### src/design/blms_pkg.sv
// Shared types and constants for the bicolor LED matrix scanner.
`default_nettype none

package blms_pkg;

  // Show parts
  localparam logic [1:0] PART_STATIC    = 2'd0;
  localparam logic [1:0] PART_FLASH_ON  = 2'd1;
  localparam logic [1:0] PART_FLASH_OFF = 2'd2;
  localparam logic [1:0] PART_ROTATE    = 2'd3;

  // Request types
  localparam logic REQ_TICK  = 1'b0;
  localparam logic REQ_WRITE = 1'b1;

  // Register indexes (byte address = 4 * index)
  localparam logic [2:0] REG_STATIC_REFRESHES    = 3'd0;
  localparam logic [2:0] REG_FLASH_ON_REFRESHES  = 3'd1;
  localparam logic [2:0] REG_FLASH_OFF_REFRESHES = 3'd2;
  localparam logic [2:0] REG_ROTATE_REFRESHES    = 3'd3;
  localparam logic [2:0] REG_PLAY_ASCENDING      = 3'd4;

  // Register reset values
  localparam logic [15:0] STATIC_RESET    = 16'd150;
  localparam logic [15:0] FLASH_ON_RESET  = 16'd100;
  localparam logic [15:0] FLASH_OFF_RESET = 16'd100;
  localparam logic [15:0] ROTATE_RESET    = 16'd200;
  localparam logic        FORWARD_RESET   = 1'b1;

  // Display words
  localparam logic [7:0]  TOP_ROW_BIT = 8'h80;
  localparam logic [7:0]  ALL_OFF     = 8'hFF;
  localparam logic [15:0] WORD_OFF    = 16'hFFFF;

  // Configuration register file contents
  typedef struct packed {
    logic [15:0] static_refreshes;
    logic [15:0] flash_on_refreshes;
    logic [15:0] flash_off_refreshes;
    logic [15:0] rotate_refreshes;
    logic        play_ascending;
  } cfg_t;

  // Per-tick display info from the sequencer
  typedef struct packed {
    logic [7:0] row_drive;
    logic [1:0] show_part;
    logic [1:0] frame_shown;
  } tick_info_t;

endpackage

`default_nettype wire

### src/design/blms_cfg.sv
// APB register file holding the show timing and rotation direction.
`default_nettype none

module blms_cfg (
  input  wire logic          clk,
  input  wire logic          rst,
  input  wire logic          psel,
  input  wire logic          penable,
  input  wire logic          pwrite,
  input  wire logic [4:0]    paddr,
  input  wire logic [31:0]   pwdata,
  output logic [31:0]        prdata,
  output logic               pready,
  output blms_pkg::cfg_t     cfg
);
  import blms_pkg::*;

  logic       wr_en;
  logic [2:0] reg_idx;

  assign pready  = 1'b1;
  assign wr_en   = psel && penable && pwrite;
  assign reg_idx = paddr[4:2];

  // Register writes
  always_ff @(posedge clk) begin
    if (rst) begin
      cfg.static_refreshes    <= STATIC_RESET;
      cfg.flash_on_refreshes  <= FLASH_ON_RESET;
      cfg.flash_off_refreshes <= FLASH_OFF_RESET;
      cfg.rotate_refreshes    <= ROTATE_RESET;
      cfg.play_ascending      <= FORWARD_RESET;
    end else if (wr_en) begin
      unique case (reg_idx)
        REG_STATIC_REFRESHES:    cfg.static_refreshes    <= pwdata[15:0];
        REG_FLASH_ON_REFRESHES:  cfg.flash_on_refreshes  <= pwdata[15:0];
        REG_FLASH_OFF_REFRESHES: cfg.flash_off_refreshes <= pwdata[15:0];
        REG_ROTATE_REFRESHES:    cfg.rotate_refreshes    <= pwdata[15:0];
        REG_PLAY_ASCENDING:      cfg.play_ascending      <= pwdata[0];
        default: ;
      endcase
    end
  end

  // Read mux
  always_comb begin
    unique case (reg_idx)
      REG_STATIC_REFRESHES:    prdata = {16'd0, cfg.static_refreshes};
      REG_FLASH_ON_REFRESHES:  prdata = {16'd0, cfg.flash_on_refreshes};
      REG_FLASH_OFF_REFRESHES: prdata = {16'd0, cfg.flash_off_refreshes};
      REG_ROTATE_REFRESHES:    prdata = {16'd0, cfg.rotate_refreshes};
      REG_PLAY_ASCENDING:      prdata = {31'd0, cfg.play_ascending};
      default:                 prdata = 32'd0;
    endcase
  end

endmodule

`default_nettype wire

### src/design/blms_seq.sv
// Show sequencer: row walk, refresh counting, part and frame stepping.
`default_nettype none

module blms_seq #(
  parameter int ROWS   = 8,
  parameter int FRAMES = 4,
  parameter int RW     = 3,
  parameter int FW     = 2,
  parameter int AW     = 6
) (
  input  wire logic            clk,
  input  wire logic            rst,
  input  wire logic            advance,
  input  wire blms_pkg::cfg_t  cfg,
  output logic [AW-1:0]        rd_addr,
  output blms_pkg::tick_info_t info
);
  import blms_pkg::*;

  localparam logic [RW-1:0] LAST_ROW   = RW'(ROWS - 1);
  localparam logic [FW-1:0] LAST_FRAME = FW'(FRAMES - 1);

  logic [RW-1:0] row_position, row_position_next;
  logic [15:0]   refresh_count, refresh_count_next;
  logic [1:0]    part_now, part_now_next;
  logic [FW-1:0] frame_now, frame_now_next;

  logic [15:0]   limit_raw, limit;
  logic [15:0]   refresh_inc;
  logic [AW-1:0] slot;

  // Pattern store address for the current row
  always_comb begin
    slot = '0;
    if (part_now == PART_ROTATE) begin
      slot = AW'(frame_now) + AW'(1);
    end
    rd_addr = AW'(slot * AW'(ROWS)) + AW'(row_position);
  end

  // Display info for the current row
  always_comb begin
    info.row_drive   = (int'(row_position) < 8) ? (TOP_ROW_BIT >> row_position) : 8'd0;
    info.show_part   = part_now;
    info.frame_shown = (part_now == PART_ROTATE) ? 2'(frame_now) : 2'd0;
  end

  // Refresh limit of the current part, zero acts as one
  always_comb begin
    unique case (part_now)
      PART_STATIC:    limit_raw = cfg.static_refreshes;
      PART_FLASH_ON:  limit_raw = cfg.flash_on_refreshes;
      PART_FLASH_OFF: limit_raw = cfg.flash_off_refreshes;
      default:        limit_raw = cfg.rotate_refreshes;
    endcase
    limit = (limit_raw == 16'd0) ? 16'd1 : limit_raw;
  end

  // Next state after one tick
  always_comb begin
    row_position_next  = row_position;
    refresh_count_next = refresh_count;
    part_now_next      = part_now;
    frame_now_next     = frame_now;
    refresh_inc        = refresh_count + 16'd1;
    if (row_position != LAST_ROW) begin
      row_position_next = row_position + RW'(1);
    end else begin
      row_position_next  = '0;
      refresh_count_next = refresh_inc;
      if (refresh_inc >= limit || refresh_inc == 16'd0) begin
        // end of part
        refresh_count_next = 16'd0;
        priority if (part_now == PART_STATIC || part_now == PART_FLASH_ON) begin
          part_now_next = part_now + 2'd1;
        end else if (part_now == PART_FLASH_OFF) begin
          part_now_next  = PART_ROTATE;
          frame_now_next = cfg.play_ascending ? '0 : LAST_FRAME;
        end else if (cfg.play_ascending) begin
          if (frame_now >= LAST_FRAME) begin
            part_now_next  = PART_STATIC;
            frame_now_next = '0;
          end else begin
            frame_now_next = frame_now + FW'(1);
          end
        end else begin
          if (frame_now == '0 || frame_now > LAST_FRAME) begin
            part_now_next  = PART_STATIC;
            frame_now_next = '0;
          end else begin
            frame_now_next = frame_now - FW'(1);
          end
        end
      end
    end
  end

  always_ff @(posedge clk) begin
    if (rst) begin
      row_position  <= '0;
      refresh_count <= 16'd0;
      part_now      <= PART_STATIC;
      frame_now     <= '0;
    end else if (advance) begin
      row_position  <= row_position_next;
      refresh_count <= refresh_count_next;
      part_now      <= part_now_next;
      frame_now     <= frame_now_next;
    end
  end

endmodule

`default_nettype wire

### src/design/blms_store.sv
// Pattern store: one red/green word per row per image, reads as all-off until written.
`default_nettype none

module blms_store #(
  parameter int ROWS   = 8,
  parameter int FRAMES = 4,
  parameter int DEPTH  = 40,
  parameter int AW     = 6
) (
  input  wire logic          clk,
  input  wire logic          rst,
  input  wire logic          wr_en,
  input  wire logic [2:0]    frame_index,
  input  wire logic [2:0]    row_index,
  input  wire logic [7:0]    red_bits,
  input  wire logic [7:0]    green_bits,
  input  wire logic          rd_en,
  input  wire logic [AW-1:0] rd_addr,
  output logic [15:0]        rd_word
);
  import blms_pkg::*;

  logic [15:0]      mem [DEPTH];
  logic [DEPTH-1:0] vld;
  logic [15:0]      rd_data;
  logic             rd_vld;
  logic             wr_hit;
  logic [AW-1:0]    wr_addr;

  // Out-of-range targets are dropped
  assign wr_hit  = wr_en && (int'(frame_index) <= FRAMES) && (int'(row_index) < ROWS);
  assign wr_addr = AW'(int'(frame_index) * ROWS + int'(row_index));

  always_ff @(posedge clk) begin
    if (wr_hit) begin
      mem[wr_addr] <= {green_bits, red_bits};
    end
    if (rd_en) begin
      rd_data <= mem[rd_addr];
    end
  end

  // Per-entry written flags
  always_ff @(posedge clk) begin
    if (rst) begin
      vld    <= '0;
      rd_vld <= 1'b0;
    end else begin
      if (wr_hit) begin
        vld[wr_addr] <= 1'b1;
      end
      if (rd_en) begin
        rd_vld <= vld[rd_addr];
      end
    end
  end

  assign rd_word = rd_vld ? rd_data : WORD_OFF;

endmodule

`default_nettype wire

### src/design/bicolor_led_matrix_scanner.sv
// Top level of the bicolor LED matrix row scanner.
//
//   channel | direction | handshake               | payload
//   --------+-----------+-------------------------+---------------------------------------
//   in      | input     | in_valid / in_stall     | req_type frame_index row_index
//           |           |                         | red_bits green_bits
//   out     | output    | out_valid / out_stall   | row_drive red_columns green_columns
//           |           |                         | show_part frame_shown
//   apb     | input     | psel penable pwrite     | paddr pwdata prdata pready
//
// One beat is taken per cycle while in_stall is low. A tick beat's result passes
// through the registered pattern store read and then the output register.
// Write beats give no result. in_stall rises only when both the read stage and the
// output register hold results and out_stall is high.
// Reset is synchronous; the pattern store reads as all-off through per-entry written
// flags, so no clearing pass is needed and beats are taken right after reset.
`default_nettype none

module bicolor_led_matrix_scanner #(
  parameter int ROWS   = 8,
  parameter int FRAMES = 4
) (
  input  wire logic        clk,
  input  wire logic        rst,
  // input channel
  input  wire logic        in_valid,
  output logic             in_stall,
  input  wire logic        req_type,
  input  wire logic [2:0]  frame_index,
  input  wire logic [2:0]  row_index,
  input  wire logic [7:0]  red_bits,
  input  wire logic [7:0]  green_bits,
  // output channel
  output logic             out_valid,
  input  wire logic        out_stall,
  output logic [7:0]       row_drive,
  output logic [7:0]       red_columns,
  output logic [7:0]       green_columns,
  output logic [1:0]       show_part,
  output logic [1:0]       frame_shown,
  // configuration port
  input  wire logic        psel,
  input  wire logic        penable,
  input  wire logic        pwrite,
  input  wire logic [4:0]  paddr,
  input  wire logic [31:0] pwdata,
  output logic [31:0]      prdata,
  output logic             pready
);
  import blms_pkg::*;

  localparam int DEPTH = (FRAMES + 1) * ROWS;
  localparam int AW    = $clog2(DEPTH);
  localparam int RW    = $clog2(ROWS);
  localparam int FW    = (FRAMES > 1) ? $clog2(FRAMES) : 1;

  cfg_t          cfg;
  tick_info_t    cur_info;
  tick_info_t    s1_info;
  logic [AW-1:0] rd_addr;
  logic [15:0]   rd_word;
  logic          in_fire, tick, wr;
  logic          s1_valid, s1_move, s2_ready;

  blms_cfg u_cfg (
    .clk     (clk),
    .rst     (rst),
    .psel    (psel),
    .penable (penable),
    .pwrite  (pwrite),
    .paddr   (paddr),
    .pwdata  (pwdata),
    .prdata  (prdata),
    .pready  (pready),
    .cfg     (cfg)
  );

  // Handshake and stage flow
  assign s2_ready = !out_valid || !out_stall;
  assign s1_move  = s1_valid && s2_ready;
  assign in_stall = s1_valid && !s2_ready;
  assign in_fire  = in_valid && !in_stall;
  assign tick     = in_fire && (req_type == REQ_TICK);
  assign wr       = in_fire && (req_type == REQ_WRITE);

  blms_seq #(
    .ROWS   (ROWS),
    .FRAMES (FRAMES),
    .RW     (RW),
    .FW     (FW),
    .AW     (AW)
  ) u_seq (
    .clk     (clk),
    .rst     (rst),
    .advance (tick),
    .cfg     (cfg),
    .rd_addr (rd_addr),
    .info    (cur_info)
  );

  blms_store #(
    .ROWS   (ROWS),
    .FRAMES (FRAMES),
    .DEPTH  (DEPTH),
    .AW     (AW)
  ) u_store (
    .clk         (clk),
    .rst         (rst),
    .wr_en       (wr),
    .frame_index (frame_index),
    .row_index   (row_index),
    .red_bits    (red_bits),
    .green_bits  (green_bits),
    .rd_en       (tick),
    .rd_addr     (rd_addr),
    .rd_word     (rd_word)
  );

  // Read stage: info travels alongside the store read
  always_ff @(posedge clk) begin
    if (tick) begin
      s1_info <= cur_info;
    end
  end

  always_ff @(posedge clk) begin
    if (rst) begin
      s1_valid <= 1'b0;
    end else if (tick) begin
      s1_valid <= 1'b1;
    end else if (s1_move) begin
      s1_valid <= 1'b0;
    end
  end

  // Output register; flash-off part shows blank
  always_ff @(posedge clk) begin
    if (s1_move) begin
      row_drive   <= s1_info.row_drive;
      show_part   <= s1_info.show_part;
      frame_shown <= s1_info.frame_shown;
      if (s1_info.show_part == PART_FLASH_OFF) begin
        red_columns   <= ALL_OFF;
        green_columns <= ALL_OFF;
      end else begin
        red_columns   <= rd_word[7:0];
        green_columns <= rd_word[15:8];
      end
    end
  end

  always_ff @(posedge clk) begin
    if (rst) begin
      out_valid <= 1'b0;
    end else if (s1_move) begin
      out_valid <= 1'b1;
    end else if (!out_stall) begin
      out_valid <= 1'b0;
    end
  end

endmodule

`default_nettype wire

### config.mk
export PLATFORM = sky130hd
export DESIGN_NAME = bicolor_led_matrix_scanner
export DESIGN_NICKNAME = d
export VERILOG_FILES = /design/src/design/blms_pkg.sv /design/src/design/blms_cfg.sv /design/src/design/blms_seq.sv /design/src/design/blms_store.sv /design/src/design/bicolor_led_matrix_scanner.sv
export SDC_FILE = /design/constraint.sdc
export NUM_CORES = 1
export LEC_CHECK = 0
export BUFFER_PORTS_ARGS = -buffer_cell sky130_fd_sc_hd__buf_2
export CORE_UTILIZATION = 60
export DETAILED_ROUTE_END_ITERATION = 8
export PLACE_DENSITY = 0.78
export SYNTH_ARGS = -nofsm -noshare
export SYNTH_HDL_FRONTEND = slang
export SYNTH_SLANG_ARGS = --single-unit
### constraint.sdc
create_clock -name clk -period 10.3 [get_ports clk]
set_input_delay 1.03 -clock clk [delete_from_list [all_inputs] [get_ports clk]]
set_output_delay 1.03 -clock clk [all_outputs]
set_load 0.02 [all_outputs]
Word-level counts from Yosys, hierarchy flattened
Memories as Yosys holds them, arrays and structs flattened. A register that Yosys moved wholly into a read port is not among the register bits. Cells that the tools add are included.

Bits in registers: 171. Memories kept: 1. Latch bits: 0. Memory bits (read-only): 0. Output and inout bits: 63. RAM bits: 640. Logic and storage cells: 113. Bits of input ports: 67.

Memory list: u_store.mem (depth 40, width 16, read ports 1, clocked after Yosys merged registers in 1, wr ports 1, RTL line blms_store.sv:23) `logic [15:0] mem [DEPTH];`.

$lt $le $gt $ge: 7. $mul: 0. Multiplexer cells: 26. Reductions and logical operators: 33. Add/sub/neg operators: 8. Divide/modulo/power cells: 0. Bitwise gates (word level): 5. Shift operators: 1. Eq/ne operators: 11.

Operator list (count): 16-bit one-hot mux with 5 select lines (1); 16-bit one-hot mux with 3 select lines (1); 40-bit OR (1); 16-bit zero test (2); 16-bit 2-to-1 mux (2); 2-bit 2-to-1 mux (10); 16-bit by 1-bit adder with 16-bit output (second input constant) (1); 16-bit >= comparator (1); 6-bit by 7-bit < comparator with 1-bit output (second input constant) (2); 6-bit by 3-bit adder with 6-bit output (2); 2-bit AND reduction (6); 1-bit logical AND (9); 1-bit 2-to-1 mux (8); 8-bit by 3-bit right shift with 8-bit output (first input constant) (1); 1-bit binary-select mux with 6-bit select (1); 1-bit demux with 6-bit select (1); 2-bit equality test (second input constant) (3); 3-bit by 2-bit equality test with 1-bit output (second input constant) (2); 6-bit by 1-bit >= comparator with 1-bit output (second input constant) (1); 3-bit 2-to-1 mux (2); 5-bit AND reduction (1); 2-bit by 1-bit adder with 2-bit output (second input constant) (2); 1-bit zero test (4); 2-bit zero test (2); 19 further kinds (25).

Longest topological paths before layout
Depth in word-level cells: 10. Gate-level depth with buffers: 19. Gate-level depth less buffers: 17.

By module
From an unflattened synthesis, not the netlist that was laid out.

Cells, all modules: 2041. Area total of the unflattened synthesis: 34290.4 um^2.

By module, submodules not included: blms_store (sequential area each 20519.7 um^2, cells each 1352, times used 1, area an instance 27076.0 um^2); blms_cfg (sequential area each 1301.2 um^2, cells each 305, times used 1, area an instance 3328.2 um^2); blms_seq (sequential area each 460.4 um^2, cells each 315, times used 1, area an instance 2448.6 um^2); bicolor_led_matrix_scanner (sequential area each 1241.2 um^2, cells each 69, times used 1, area an instance 1437.6 um^2).

Worst setup path before layout
Ideal clock, no wire load.

Path type: input port to flip-flop. From: input out_stall. To: register frame_shown[0], enable pin. Stages on the path: 1. Required time: 9844 ps. Library setup time: 456 ps. Data arrival time: 3120 ps. Path slack: 6724 ps. Path buffers: 0. Path through: a21boi_0.

Word-level cells in the longest chain between the ends: 3.

RTL lines: start, declared (RTL line bicolor_led_matrix_scanner.sv:35) `input wire logic out_stall,`; 1-bit zero test; 1-bit logical OR (RTL line bicolor_led_matrix_scanner.sv:79) `assign s2_ready = !out_valid || !out_stall;`; 1-bit logical AND (RTL line bicolor_led_matrix_scanner.sv:80) `assign s1_move = s1_valid && s2_ready;`; end signal, assigned (RTL line bicolor_led_matrix_scanner.sv:141) `frame_shown <= s1_info.frame_shown;`; end, declared (RTL line bicolor_led_matrix_scanner.sv:40) `output logic [1:0] frame_shown,`.

No other way between the ends. A chain may end at the register's enable or synchronous reset.

Worst setup path after layout
From: register u_seq.part_now[0]. To: register u_seq.part_now[1].

Word-level cells in the longest chain between the ends: 7. Elaborated cells between the ends (all ways): 15. Those cells by class: 1 x add/sub; 1 x order compare; 3 x eq/ne; 4 x mux; 6 x reduce/logical.

RTL lines: start, declared (RTL line blms_seq.sv:25) `logic [1:0] part_now, part_now_next;`; start signal, assigned (RTL line blms_seq.sv:107) `part_now <= part_now_next;`; 2-bit equality test, or another cell as far along (RTL line blms_seq.sv:50, blms_seq.sv:76); 16-bit one-hot mux with 3 select lines (RTL line blms_seq.sv:50) `unique case (part_now)`; 16-bit zero test (RTL line blms_seq.sv:56) `limit = (limit_raw == 16'd0) ? 16'd1 : limit_raw;`; 16-bit 2-to-1 mux (RTL line blms_seq.sv:56); 16-bit >= comparator (RTL line blms_seq.sv:71) `if (refresh_inc >= limit || refresh_inc == 16'd0) begin`; 1-bit logical OR (RTL line blms_seq.sv:71); 5-bit AND reduction (no source line).

Parallel ways exist; a longest one is shown, timed or not.

==> results by group <==
Min path
  • Hold Crit Start: s1_info[6]$_SDFFCE_PN0P_
  • Hold depth: 0
  • Hold Path Class: reg2reg
  • Hold Path Sink: row_drive[2]$_DFFE_PP_

Power
  • PD cells: 185.8 nW/um^2
  • Comb power frac: 3.6%
  • Leak: 11.93 nW
  • Seq pwr share: 52.9%
  • Max VDD drop: 0.1530 mV
  • Int Power: 5.466 mW
  • Clock power share: 43.4%
  • P_sw: 1.439 mW
  • Sw Ratio: 20.84%

Clock network
  • CTS tree: yes
  • TritonCTS buffer count: 81
  • Clock Path Buffers: 3
  • Clk Latency, worst-skew pair: 0.64 ns
  • CTS sink cnt: 827
  • Root Driver: clkbuf_16
  • H-Tree Depth: 3
  • Postcts setup bufs: 0
  • Post-cts sizing count: 0
  • Reg clk slew, reported paths: 0.06 ns
  • Hold-fix buffers at CTS: 0

Synthesis
  • Synth warn: 0
  • Sequential fraction of the synthesis area: 70.84%
  • Post-synthesis async set-or-reset flop share: 0%
  • Synth Register Bits: 827
  • Synth unique cells: 64
  • Synthesized area: 33210 sq um
  • Syn_area_per_cell: 17.24 sq um
  • Post-synth top flop: edfxtp_1
  • Post-synth EDFFs: 696
  • Cell count after synthesis: 1926

Setup path
  • CP Class: reg2reg
  • Critical path peak fanout: 17
  • Cell Chain, Critical Path: inv_1 -> ha_1 -> a222oi_1 -> nand2_1 -> o21ai_0 -> nand3_1 -> nor2_1 -> a311oi_1 -> a31oi_1 -> ha_1 -> nor2b_1 -> o21ai_0 -> a311oi_1 -> nand2_1 -> a41oi_2 -> o21ai_0 -> a21oi_2
  • Crit-path max cell delay: 0.54 ns
  • Required time of the critical path: 10.87 ns
  • R2r worst-path depth: 17
  • Setup slack, reg-to-reg: 5.60 ns
  • Slowest CP cell: ha_1
  • Reg2reg start: u_seq.part_now[0]$_SDFFE_PP0P_
  • R2r endpoint: u_seq.part_now[1]$_SDFFE_PP0P_
  • Worst setup SP type: flip-flop
  • CP endpoint kind: flip-flop
  • Critical Path AT: 5.27 ns
  • Critical path depth: 17
  • Worst path most repeated cell: o21ai_0
  • CP bufs+invs: 1
  • CP delay by family, top: compound AO/OA/AOI/OAI gates

Floorplan
  • Die Width: 237.3 um
  • Core area: 54240 sq um
  • Starting Density: 61.22%
  • Die area: 56290 sq um
  • FP Rows: 85
  • Ports: 130
  • Die Height: 237.3 um

Placed design
  • DP Worst Slack: 5.777 ns
  • Port Buffers: 94
  • HPWL after DPL: 42.98 mm
  • GPL Wtd Cong: 0.8889

Layout
  • Leading cell type in the layout, fill and taps excluded: edfxtp_1
  • Final-layout fill cell count: 3305
  • Share of cells above drive strength 1: 25.95%
  • Layout Nets: 2135
  • Sequential cell area: 23530 sq um
  • Area of the multi-input gates: 9160 sq um
  • Area Growth Syn to Fin: 11.95%
  • Commonest cells after routing, fill and taps aside: edfxtp_1 (696), nand2_1 (225), mux4_2 (219)

Timing
  • Slew @ Worst Pin: 1.232 ns
  • Period utilization: 45.65%
  • Final hold violations: 0
  • Unrepaired setup endpoints after global routing: false
  • Slew headroom: 17.78%
  • Minimum clock period: 4.702 ns
  • Fmax: 212.7 MHz
  • PnR worst setup slack: 5.598 ns
  • Worst clock skew: 0.02216 ns
  • Pins Over Slew Limit: 0
  • Setup TNS: 0 ns
  • Final-report setup violation count: 0

Routing
  • Antenna Nets Post-Route: 0
  • Routed WL per cell: 27.96 um
  • Drt pass-1 iters: 7
  • Via Count: 18580
  • Via-to-Cell Ratio: 6.630
  • DRC: 0
  • Post-Route WL: 78.37 mm
  • Drt initial violations: 2471

GRT
  • Vias in the first global route: 18570
  • Pin count of the biggest net entering global routing: 80
  • Initial antenna violation count: 4
  • Global route overflow: 0
  • Global-route wire length before repair: 115.9 mm
  • GRT Util Overall: 28.43%

Flow run
  • Total of max-cap violations: 0

Status
  • Status: completed
==> Yosys cell counts (all sizes together) (9+ instances only) <==
cell type	number	area share, %
buf	64	1.1
o21ai	27	0.41
nand4	9	0.23
xnor2	10	0.26
nand3	36	0.60
inv	15	0.17
and2	9	0.17
nand2	226	2.6
mux4	219	15
a222oi	14	0.42
dfxtp	131	7.9
nor2	113	1.3
a31oi	21	0.40
or2	18	0.34
nor2b	37	0.70
a21oi	76	1.2
edfxtp	696	63
nor4	10	0.30
clkbuf	66	0.75
a211oi	20	0.45
ha	30	1.1
o21a	16	0.36
==> layer usage <==
metal / share of wire (%) / track usage, % / wire, um / vias to the layer above
met1: 37 / 38.56 / 28810 / 9424
met2: 49 / 46.21 / 38650 / 1218
met5: 0.036 / 0 / 28 / -
met3: 11 / 6.120 / 8591 / 186
met4: 2.9 / 9.814 / 2294 / 4
li1: - / - / - / 7751
==> metrics by stage <==
step,instance area [sq um],hold WS (ns),utilization (%),power (mW),instances
2_1_floorplan,33260,0.4003,-,3.881,1941
3_3_place_gp,34470,0.4031,63.55,3.963,2651
3_5_place_dp,34470,0.4054,63.55,3.974,2651
4_1_cts,37170,0.4191,68.52,6.936,2800
5_1_grt,37170,0.4217,68.53,7.091,2801
6_report,37170,0.4133,68.54,6.906,2803
==> logic make-up after synthesis <==
group | count (synthesis) | synth area share (%)
adder cells (fa/ha/maj) | 30 | 1.130
multiplexers | 225 | 15.05
other | 2 | 0.02262
flip-flops | 827 | 70.84
AND/OR/NAND/NOR | 483 | 6.677
AO/OA/AOI/OAI | 198 | 3.813
buffers and inverters | 145 | 2.050
XOR/XNOR | 16 | 0.4220
==> power groups by stage <==
| stage | logic [mW] | clock network (mW) | registers [mW] |
|---|---|---|---|
| finish | 0.251 | 3.00 | 3.66 |
| global route | 0.266 | 3.17 | 3.66 |
| CTS | 0.250 | 3.03 | 3.66 |
| detailed placement | 0.247 | 0 | 3.73 |
| global placement | 0.237 | 0 | 3.73 |
| floorplan | 0.160 | 0 | 3.72 |
==> sequential cells by signal (all words and copies together) (netlist names), 3 cells and up <==
name / cells
red_columns: 8
green_columns: 8
u_store.mem: 640
u_seq.refresh_count: 16
u_seq.row_position: 3
u_store.rd_data: 16
s1_info: 12
u_cfg.cfg: 65
u_store.vld: 40
row_drive: 8
==> worst max path at each step <==
stage,from,end
5_1_grt,u_seq.part_now[0]$_SDFFE_PP0P_,u_seq.part_now[1]$_SDFFE_PP0P_
2_1_floorplan,out_stall,frame_shown[0]$_DFFE_PP_
6_report,u_seq.part_now[0]$_SDFFE_PP0P_,u_seq.part_now[1]$_SDFFE_PP0P_
3_5_place_dp,u_seq.part_now[0]$_SDFFE_PP0P_,u_seq.part_now[1]$_SDFFE_PP0P_
3_3_place_gp,u_seq.part_now[0]$_SDFFE_PP0P_,u_seq.frame_now[0]$_SDFFE_PP0P_
4_1_cts,u_seq.part_now[0]$_SDFFE_PP0P_,u_seq.part_now[1]$_SDFFE_PP0P_
==> final cells by class <==
| cell class | instances | area share, % |
|---|---|---|
| Clock inverter | 41 | 1.330 |
| Antenna cell | 3 | 0.02020 |
| Multi-Input combinational cell | 969 | 24.64 |
| Tap cell | 696 | 2.343 |
| Sequential cell | 827 | 63.31 |
| Inverter | 15 | 0.1515 |
| Timing Repair Buffer | 144 | 2.282 |
| Clock buffer | 108 | 5.924 |
Power figures use the tool's default switching activity.
